$ cat config.mk
export PLATFORM = sky130hd
export DESIGN_NAME = rgb_triplet_text_parser
export DESIGN_NICKNAME = d
export VERILOG_FILES = /design/src/design/rtp_pkg.sv /design/src/design/rtp_scanner.sv /design/src/design/rtp_out_buf.sv /design/src/design/rgb_triplet_text_parser.sv
export SDC_FILE = /design/constraint.sdc
export NUM_CORES = 1
export LEC_CHECK = 0
export ABC_CLOCK_PERIOD_IN_PS = 3790
export BUFFER_PORTS_ARGS = -buffer_cell sky130_fd_sc_hd__buf_2
export CAP_MARGIN = 20
export CORE_AREA = 2 2 92 94
export DETAILED_ROUTE_END_ITERATION = 10
export DIE_AREA = 0 0 94 96
export HOLD_SLACK_MARGIN = 0.02
export PLACE_DENSITY = 0.72
export SLEW_MARGIN = 20
export SYNTH_ARGS = -nofsm -noshare
export SYNTH_HDL_FRONTEND = slang
export SYNTH_HIERARCHICAL = 1
export SYNTH_SLANG_ARGS = --single-unit
$ cat constraint.sdc
create_clock -name i_clk -period 3.79 [get_ports i_clk]
set_input_delay 0.758 -clock i_clk [delete_from_list [all_inputs] [get_ports i_clk]]
set_output_delay 0.758 -clock i_clk [all_outputs]
set_load 0.05 [all_outputs]
$ cat src/design/rtp_pkg.sv
// Shared types, constants and helper functions for the RGB triplet text parser.
package rtp_pkg;

    localparam int unsigned CHAR_W = 8;
    localparam int unsigned ACC_W  = 9;
    localparam int unsigned MUL_W  = 12;

    localparam logic [CHAR_W-1:0] CH_COMMA = 8'd44;
    localparam logic [CHAR_W-1:0] CH_PLUS  = 8'd43;
    localparam logic [CHAR_W-1:0] CH_MINUS = 8'd45;
    localparam logic [CHAR_W-1:0] CH_NUL   = 8'd0;
    localparam logic [CHAR_W-1:0] CH_ZERO  = 8'd48;
    localparam logic [CHAR_W-1:0] CH_NINE  = 8'd57;

    localparam logic [ACC_W-1:0] ACC_MAX   = 9'd255;
    localparam logic [ACC_W-1:0] SAT_LIMIT = 9'd256;

    localparam logic [1:0] LAST_FIELD = 2'd2;

    typedef enum logic [2:0] {
        PH_SPACE  = 3'd0,
        PH_SIGN   = 3'd1,
        PH_DIGITS = 3'd2,
        PH_ENDED  = 3'd3
    } t_phase;

    typedef struct packed {
        logic              valid_res;
        logic [CHAR_W-1:0] red;
        logic [CHAR_W-1:0] green;
        logic [CHAR_W-1:0] blue;
    } t_result;

    function automatic logic is_space(input logic [CHAR_W-1:0] c);
        is_space = c inside {8'd32, [8'd9:8'd13]};
    endfunction

    function automatic logic is_digit(input logic [CHAR_W-1:0] c);
        is_digit = c inside {[CH_ZERO:CH_NINE]};
    endfunction

    // A field is complete when it holds digits, fits a byte, and is not negative nonzero.
    function automatic logic field_ok(input t_phase ph, input logic neg,
                                      input logic [ACC_W-1:0] acc);
        field_ok = ((ph == PH_DIGITS) || (ph == PH_ENDED)) && (acc <= ACC_MAX)
                   && !(neg && (acc != '0));
    endfunction

endpackage

$ cat src/design/rtp_scanner.sv
// Per-byte field scanner: holds the parse state and forms the result on the final byte.
module rtp_scanner
    import rtp_pkg::*;
(
    input  logic              i_clk,
    input  logic              i_rst_n,
    input  logic              i_step,
    input  logic [CHAR_W-1:0] i_char,
    input  logic              i_last,
    output t_result           o_result
);

    logic [1:0]        r_fidx,   n_fidx;
    t_phase            r_phase,  n_phase;
    logic              r_neg,    n_neg;
    logic [ACC_W-1:0]  r_acc,    n_acc;
    logic [CHAR_W-1:0] r_first,  n_first;
    logic [CHAR_W-1:0] r_second, n_second;
    logic              r_failed, n_failed;

    logic              cur_ok;
    logic [MUL_W-1:0]  mac;
    logic              valid;

    assign cur_ok = field_ok(r_phase, r_neg, r_acc);
    // acc * 10 + digit as two shifts and two adds
    assign mac = ({3'b000, r_acc} << 3) + ({3'b000, r_acc} << 1)
                 + MUL_W'(i_char - CH_ZERO);

    always_comb begin
        n_fidx   = r_fidx;
        n_phase  = r_phase;
        n_neg    = r_neg;
        n_acc    = r_acc;
        n_first  = r_first;
        n_second = r_second;
        n_failed = r_failed;
        if (!r_failed) begin
            if ((i_char == CH_COMMA) && (r_fidx < LAST_FIELD)) begin
                if (!cur_ok) begin
                    n_failed = 1'b1;
                end else begin
                    if (r_fidx == 2'd0) begin
                        n_first = r_acc[CHAR_W-1:0];
                    end else begin
                        n_second = r_acc[CHAR_W-1:0];
                    end
                    n_fidx  = r_fidx + 2'd1;
                    n_phase = PH_SPACE;
                    n_neg   = 1'b0;
                    n_acc   = '0;
                end
            end else if (r_phase == PH_ENDED) begin
                // ignore the rest of a field closed by a zero byte
            end else if (i_char == CH_COMMA) begin
                n_failed = 1'b1;
            end else if (i_char == CH_NUL) begin
                if (r_phase == PH_DIGITS) begin
                    n_phase = PH_ENDED;
                end else begin
                    n_failed = 1'b1;
                end
            end else if ((r_phase == PH_SPACE) && is_space(i_char)) begin
                // skip leading whitespace
            end else if ((r_phase == PH_SPACE)
                         && ((i_char == CH_PLUS) || (i_char == CH_MINUS))) begin
                n_neg   = (i_char == CH_MINUS);
                n_phase = PH_SIGN;
            end else if (is_digit(i_char)) begin
                n_acc   = (mac > MUL_W'(SAT_LIMIT)) ? SAT_LIMIT : mac[ACC_W-1:0];
                n_phase = PH_DIGITS;
            end else begin
                n_failed = 1'b1;
            end
        end
    end

    assign valid = !n_failed && (n_fidx == LAST_FIELD) && field_ok(n_phase, n_neg, n_acc);

    always_comb begin
        o_result.valid_res = valid;
        o_result.red       = valid ? n_first  : '0;
        o_result.green     = valid ? n_second : '0;
        o_result.blue      = valid ? n_acc[CHAR_W-1:0] : '0;
    end

    always_ff @(posedge i_clk) begin
        if (!i_rst_n || (i_step && i_last)) begin
            r_fidx   <= '0;
            r_phase  <= PH_SPACE;
            r_neg    <= 1'b0;
            r_acc    <= '0;
            r_first  <= '0;
            r_second <= '0;
            r_failed <= 1'b0;
        end else if (i_step) begin
            r_fidx   <= n_fidx;
            r_phase  <= n_phase;
            r_neg    <= n_neg;
            r_acc    <= n_acc;
            r_first  <= n_first;
            r_second <= n_second;
            r_failed <= n_failed;
        end
    end

endmodule

$ cat src/design/rtp_out_buf.sv
// Result register that holds a finished result until the receiver takes it.
module rtp_out_buf
    import rtp_pkg::*;
(
    input  logic    i_clk,
    input  logic    i_rst_n,
    input  logic    i_load,
    input  t_result i_result,
    input  logic    i_ready,
    output logic    o_valid,
    output logic    o_free,
    output t_result o_result
);

    logic    r_valid;
    t_result r_result;

    assign o_free   = !r_valid || i_ready;
    assign o_valid  = r_valid;
    assign o_result = r_result;

    always_ff @(posedge i_clk) begin
        if (!i_rst_n) begin
            r_valid <= 1'b0;
        end else if (o_free) begin
            r_valid <= i_load;
        end
    end

    always_ff @(posedge i_clk) begin
        if (i_load && o_free) begin
            r_result <= i_result;
        end
    end

endmodule

$ cat src/design/rgb_triplet_text_parser.sv
// Top level of the RGB triplet text parser: input register, scanner and result register.
//
// Usage:
//   Input channel (i_in_valid / o_in_ready) carries one payload byte per transfer on
//   i_in_char, with i_last_char high on the final byte of a message. Output channel
//   (o_out_valid / i_out_ready) carries one result per message: o_valid_res and the
//   red, green and blue bytes, all zero when the text is not three fields in 0..255.
//   Only the transfer of a final byte produces a result; other bytes produce none.
// Path: a final byte passes through the input register and then the result register,
//   waiting in the input register while the result register still holds a result.
// Throughput: one byte per cycle, except that a final byte waits while the result register
//   is busy. The scanner state update for a byte is a single pass (multiply-by-ten,
//   saturate, compare), so bytes stream back to back.
// Reset (i_rst_n low, synchronous): drop any held byte and result and return the
//   scanner to the start of the first field. The scanner also restarts after every
//   final byte.
// Stall: while a result waits on i_out_ready, ordinary bytes keep flowing through the
//   scanner; a final byte holds in the input register until the result register frees,
//   and o_in_ready drops only in that case.
module rgb_triplet_text_parser
    import rtp_pkg::*;
(
    input  logic              i_clk,
    input  logic              i_rst_n,
    input  logic              i_in_valid,
    output logic              o_in_ready,
    input  logic [CHAR_W-1:0] i_in_char,
    input  logic              i_last_char,
    output logic              o_out_valid,
    input  logic              i_out_ready,
    output logic              o_valid_res,
    output logic [CHAR_W-1:0] o_red,
    output logic [CHAR_W-1:0] o_green,
    output logic [CHAR_W-1:0] o_blue
);

    // Input register
    logic              r_in_valid;
    logic [CHAR_W-1:0] r_in_char;
    logic              r_in_last;

    logic    consume;
    logic    out_free;
    t_result scan_result;
    t_result out_result;

    // Advance a held byte into the scanner unless it is final and the result slot is busy.
    assign consume    = r_in_valid && (!r_in_last || out_free);
    assign o_in_ready = !r_in_valid || consume;

    always_ff @(posedge i_clk) begin
        if (!i_rst_n) begin
            r_in_valid <= 1'b0;
        end else if (o_in_ready) begin
            r_in_valid <= i_in_valid;
        end
    end

    always_ff @(posedge i_clk) begin
        if (o_in_ready && i_in_valid) begin
            r_in_char <= i_in_char;
            r_in_last <= i_last_char;
        end
    end

    rtp_scanner u_scanner (
        .i_clk    (i_clk),
        .i_rst_n  (i_rst_n),
        .i_step   (consume),
        .i_char   (r_in_char),
        .i_last   (r_in_last),
        .o_result (scan_result)
    );

    rtp_out_buf u_out_buf (
        .i_clk    (i_clk),
        .i_rst_n  (i_rst_n),
        .i_load   (consume && r_in_last),
        .i_result (scan_result),
        .i_ready  (i_out_ready),
        .o_valid  (o_out_valid),
        .o_free   (out_free),
        .o_result (out_result)
    );

    assign o_valid_res = out_result.valid_res;
    assign o_red       = out_result.red;
    assign o_green     = out_result.green;
    assign o_blue      = out_result.blue;

endmodule

==> results of run 1 <==
[kinds of logic after synthesis]
group,after synthesis,share of synthesized area (%)
and+or+nand+nor,160,20.6
AOI/OAI and AO/OA,99,17.4
DFF,68,42.1
buffers and inverters,47,5.27
adders and majority gates,25,9.23
xor gates and xnor gates,13,2.82
muxes,10,2.48
[cell usage in the layout (no fill, tap or decap), types with 3 or more instances in the layout]
cell and n:
nor2_1 41, buf_2 39, nand2_1 39, a21oi_1 38, edfxtp_1 34, dfxtp_1 34, nand3_1 28, inv_1 25
buf_4 20, ha_1 11, mux2i_1 10, clkbuf_8 9, a22oi_1 9, a21oi_2 9, fa_1 8, xnor2_1 7
xor2_1 6, nor2_2 6, ha_4 6, nor4_1 4, and3_1 4, nand4_1 4, o21ai_0 3, and2_1 3
a21o_1 3, a211oi_1 3
[layout make-up]
cell class              instances  area, um^2  share of cell area [%]
multi-input cells             307        2290                    47.3
well taps                     105         131                    2.71
repair buffers                 63         413                    8.53
clock buffers                   9         124                    2.56
clock inverters                 6        87.6                    1.81
inverters                      25        93.8                    1.94
flip-flops and latches         68        1700                    35.2
[worst min-delay path, stage by stage, from the launching register on]
cell     delay (ps)
dfxtp_1         310
nand2_1          50
a21oi_1          50
[worst paths after layout]
path | end | cells past startpoint
worst max-delay path | u_out_buf/o_result[21] | 14
worst min-delay path | u_scanner/r_second[2] | 2
worst max register to register | u_out_buf/o_result[21] | 14
worst min register to register | u_scanner/r_second[2] | 2
[metrics by stage]
stage	util, %	setup TNS (ps)	cells
4_1_cts	57.2	0	576
3_3_place_gp	54.5	0	561
6_report	60.1	0	583
5_1_grt	60.1	-850	583
3_5_place_dp	54.5	0	561
2_1_floorplan	-	0	422
[sequential cells by signal (all words and copies together) (netlist names)]
name / cells
u_scanner/r_neg: 1
u_scanner/r_second: 8
u_scanner/r_failed: 1
u_scanner/r_fidx: 2
u_out_buf/o_valid: 1
u_out_buf/o_result: 25
u_scanner/r_acc: 9
r_in_last: 1
u_scanner/r_first: 8
r_in_valid: 1
r_in_char: 8
u_scanner/r_phase: 3
[power by group]
group	leakage, nW	internal, mW	switching, mW
Combinational	1.05	0.0642	0.110
Sequential	0.601	0.784	0.0158
Clock	0.106	0.368	0.279
[per-layer routing]
layer	vias up	GRT usage (%)	part of all wire, %
met5	-	0	0
met4	0	9.90	3.2
met3	29	3.52	6.1
met2	149	34.5	48
met1	1587	28.6	42
li1	1626	-	-
[what timing repair did]
action / 4_1_cts / 5_1_grt
pin swaps: 0 / 9
cloned: 0 / 2
setup endpoints to repair: 1 / 32
buffers inserted: 0 / 5
resized for setup: 1 / 30
==> flow_summary.toml, run 1 <==
[run_status]
status = "complete, no violations"

[clock_network]
clockBufferDepth = 2
clock-sinks = 68
cts_tree = "yes"
cts_root_buf = "clkbuf_8"
hold_buffers = 0
h-tree-depth = 3
clock_latency_ps = 350
path_clk_slew_ps = 70
numCtsBuffers = 9

[drt]
drc = 0
routed_via_density = 5.82
drt-initial-drc-count = 254
drt-pass1-iter-count = 5
routedWlPerCell_um = 16.6
ant_nets = 0
vias = 3391
routed_wl_mm = 9.68

[sta]
hold_viol_final = 0
fin_skew_ps = 6.95
whs_ps = 460
setup_viol = 0
slew_headroom_pct = 60.9
worst_slack_ps = 80.7
fin_crit_ps = 3710
worst_pin_slew_ps = 585
drv_slew = 0
fmax_ghz = 0.270
period_share_pct = 97.9

[yosys]
netlist_area_um2 = 4040
yosysTopAreaCellShare_pct = 25.3
synth_common_cells = "nor2_1 (42), a21oi_1 (41), nand2_1 (39), dfxtp_1 (34), edfxtp_1 (34)"
synth_warnings = 6
synth.avg_cell_area_um2 = 9.57
synthCells = 422
synth.distinct_cells = 69
yosysTopAreaCell = "edfxtp_1"
ys_ff_latch = 68
synth_edf_count = 34
async_reset_ff_share_pct = 0
ys_seq_area_share_pct = 42.1
syn-num-nets = 460
yosysMostFrequentCell = "nor2_1"
netlist_top_cells_area = "edfxtp_1 (25%), dfxtp_1 (17%), ha_1 (5.3%), a21oi_1 (5.1%), fa_1 (4.0%)"
ys.flop_type = "edfxtp_1"

[place]
place_area_um2 = 4390
dp_hpwl_mm = 6.47
post-place-ws_ps = 33.1
place_congestion = 0.912
io_buffers = 39

[worst_setup_path]
crit_start = "r_in_char[5]"
arrival_ps = 3810
slowest_stage = "fa_1"
reg2reg_slack_ps = 80
path_buf_inv = 2
worstPathCellList = "ha_4 > xor2_1 > fa_1 > inv_1 > ha_4 > a21oi_2 > and2_1 > nand2_1 > xnor2_1 > a2111oi_2 > a31oi_2 > o221ai_4 > clkbuf_16 > a21oi_2"
worstReg2RegStart = "r_in_char[5]"
crit_path_max_incr_delay_ps = 490
start_kind = "register"
critical_path_class = "reg -> reg"
path_max_fanout = 6
critPathRequiredTime_ps = 3890
critPathTopFamily = "compound AO/OA/AOI/OAI gates"
end_kind = "register"

[grt]
grt_pass1_vias = 3074
grt_overflow = 0
antenna_found_initial = 0
grt_start_max_net_pins = 31
grt_first_pass_wirelength_mm = 15.0
track_usage_pct = 21.5

[floorplanning]
dieWidth_um = 94
die_area_um2 = 9020
die_y_um = 96
io_pins = 40
floorplan.rows = 33
start_util_pct = 50.2
core-area_um2 = 8050

[layout]
fin_area_um2 = 4840
diodes = 0
drive_gt1_share_pct = 27.2
area_growth_pct = 19.8
fin_nets = 512
fillers = 675

[pwr]
max-vdd-ir-drop_mv = 0.205
powerDensity_nw_per_um2 = 335
power_leakage_nw = 1.76
p_total_mw = 1.62

[job]
cap_violations = 0

[hold_path]
hp-start = "u_scanner/r_second[2]"
min_path_type = "reg -> reg"
(Power assumes the default switching activity.)
==> run 2: changes to the inputs <==
--- a/config.mk
+++ b/config.mk
@@ -8,11 +8,13 @@
 export ABC_CLOCK_PERIOD_IN_PS = 3790
 export BUFFER_PORTS_ARGS = -buffer_cell sky130_fd_sc_hd__buf_2
 export CAP_MARGIN = 20
-export CORE_AREA = 2 2 92 94
+export CELL_PAD_IN_SITES_DETAIL_PLACEMENT = 0
+export CELL_PAD_IN_SITES_GLOBAL_PLACEMENT = 1
+export CORE_AREA = 2 2 102 104
 export DETAILED_ROUTE_END_ITERATION = 10
-export DIE_AREA = 0 0 94 96
+export DIE_AREA = 0 0 104 106
 export HOLD_SLACK_MARGIN = 0.02
-export PLACE_DENSITY = 0.72
+export PLACE_DENSITY_LB_ADDON = 0.1
 export SLEW_MARGIN = 20
 export SYNTH_ARGS = -nofsm -noshare
 export SYNTH_HDL_FRONTEND = slang
==> flow_summary.toml, run 2 (synthesis gave the netlist of run 1 again) <==
[floorplanning]
dieWidth_um = 104
die_area_um2 = 11000
die_y_um = 106
floorplan.rows = 37
core-area_um2 = 10000
io_pins = 40
start_util_pct = 40.4

[hold_path]
min_path_type = "reg -> reg"
min_to = "u_scanner/r_second[5]"
hp-start = "u_scanner/r_second[5]"
hold_depth = 2

[worst_setup_path]
arrival_ps = 3850
reg2reg_slack_ps = 50
rr_worst_depth = 16
start_kind = "register"
critPathRequiredTime_ps = 3900
worstReg2RegStart = "r_in_char[5]"
path_max_fanout = 6
timing.rr.end = "u_out_buf/o_result[8]"
end_kind = "register"
critical_path_class = "reg -> reg"

[layout]
fin_util_pct = 50.6
fillers = 949
fin_nets = 519
area_growth_pct = 25.3
multi_input_area_um2 = 2400
largest_reg_flops = 25
drive_gt1_share_pct = 31.1
seq_area_um2 = 1700
diodes = 0
mostFrequentLayoutCells = "buf_2 (39), nand2_1 (39), nor2_1 (36)"

[drt]
routedWlPerCell_um = 16.9
vias = 3326
routed_wl_mm = 10.5
drc = 0
drt-initial-drc-count = 166
drt-pass1-iter-count = 5
ant_nets = 0
routed_via_density = 5.35

[run_status]
status = "complete, no violations"

[pwr]
power_leakage_nw = 1.82
power.switching_mw = 0.444
internal_power_mw = 1.16
comb_power_share_pct = 12.0
clockPowerShare_pct = 38.3
max-vdd-ir-drop_mv = 0.163
switching_share_pct = 27.6
powerDensity_nw_per_um2 = 318
p_seq_share_pct = 49.7

[grt]
grt_start_max_net_pins = 31
grt_first_pass_wirelength_mm = 16.4
grt_pass1_vias = 3171
grtUsageMet1_pct = 25.3
track_usage_pct = 18.9
antenna_found_initial = 0
grt_use_met3_pct = 3.37
grt_overflow = 0
grt.busiest_layer = "met2"
use_met2_pct = 31.3

[clock_network]
cts_root_buf = "clkbuf_8"
cts_tree = "yes"
path_clk_slew_ps = 80
clock_latency_ps = 350
h-tree-depth = 3
numCtsBuffers = 9
clock-sinks = 68
clockBufferDepth = 2

[sta]
hold_viol_final = 0
tns_ps = 0
fmax_ghz = 0.268
setup_viol = 0
grt_setup_unrepaired = "true"
slew_headroom_pct = 56.9
drv_slew = 0
fin_crit_ps = 3740
whs_ps = 457
period_share_pct = 98.6
fin_skew_ps = 10.8
worst_pin_slew_ps = 642

[place]
io_buffers = 39
dp_hpwl_mm = 7.23
place_congestion = 0.865

[job]
cap_violations = 0
[run 2: cell count changes in the layout (fill, tap and decap cells not counted), moves of 2 or more]
cell / delta
a21oi_1: -3
a21oi_2: +4
buf_4: +4
clkinv_4: +3
nor2_1: -5
nor2_4: +6
o21ai_0: -2
[run 2: repair_timing]
item                       in CTS  in global routing
pin swaps                       0                 17
hold buffers                    0                  0
gates cloned                    0                  3
setup endpoints to repair       8                 33
resized for setup               2                 53
setup buffers                   0                  6
[run 2: critical path, stage by stage, from the launching register on]
cell	delay, ps
edfxtp_1	420
buf_6	140
inv_1	50
ha_1	290
inv_1	60
fa_1	470
inv_1	60
ha_4	320
nand3_1	80
and2_4	170
nand2_1	130
xnor2_2	110
a2111oi_4	400
a31oi_4	150
o221ai_4	370
clkbuf_16	240
nor2_2	40
[run 2: metrics by stage]
stage          instance area (um^2)  setup WS [ps]  total power, mW  std cells
3_5_place_dp                   4480           5.92            0.972        597
3_3_place_gp                   4480          -28.5            0.972        597
2_1_floorplan                  4040            124            0.924        422
4_1_cts                        4690           63.1             1.59        613
6_report                       5060           53.0             1.61        622
5_1_grt                        5060          -92.2             1.67        622
[run 2: cell type report]
| cell class | count | area share, % |
|---|---|---|
| well taps | 136 | 3.36 |
| repair buffers | 70 | 9.86 |
| clock inverters | 7 | 1.48 |
| flip-flops and latches | 68 | 33.6 |
| multi-input cells | 307 | 47.4 |
| clock buffers | 9 | 2.45 |
| inverters | 25 | 1.85 |
[run 2: worst max-delay path by stage]
stage	from	to	slack, ps	cells after the start
2_1_floorplan	r_in_char[4]	u_out_buf/o_result[24]	120	14
3_3_place_gp	r_in_char[5]	u_out_buf/o_result[23]	-30	14
3_5_place_dp	r_in_char[5]	u_out_buf/o_result[12]	6	15
4_1_cts	r_in_char[5]	u_out_buf/o_result[1]	60	15
5_1_grt	r_in_char[5]	u_out_buf/o_result[6]	-90	16
6_report	r_in_char[5]	u_out_buf/o_result[8]	50	16
[run 2: power by group through the flow]
stage	clock, mW	sequential, mW	combinational (mW)
4_1_cts	0.629	0.798	0.159
6_report	0.616	0.799	0.193
3_5_place_dp	0	0.815	0.157
2_1_floorplan	0	0.832	0.0926
3_3_place_gp	0	0.815	0.157
5_1_grt	0.666	0.800	0.208
[run 2: per-layer routing]
| layer | wire length [um] | vias to the layer above |
|---|---|---|
| met5 | 0 | - |
| met4 | 131 | 0 |
| met3 | 350 | 11 |
| met2 | 5120 | 69 |
| met1 | 4920 | 1610 |
| li1 | - | 1636 |
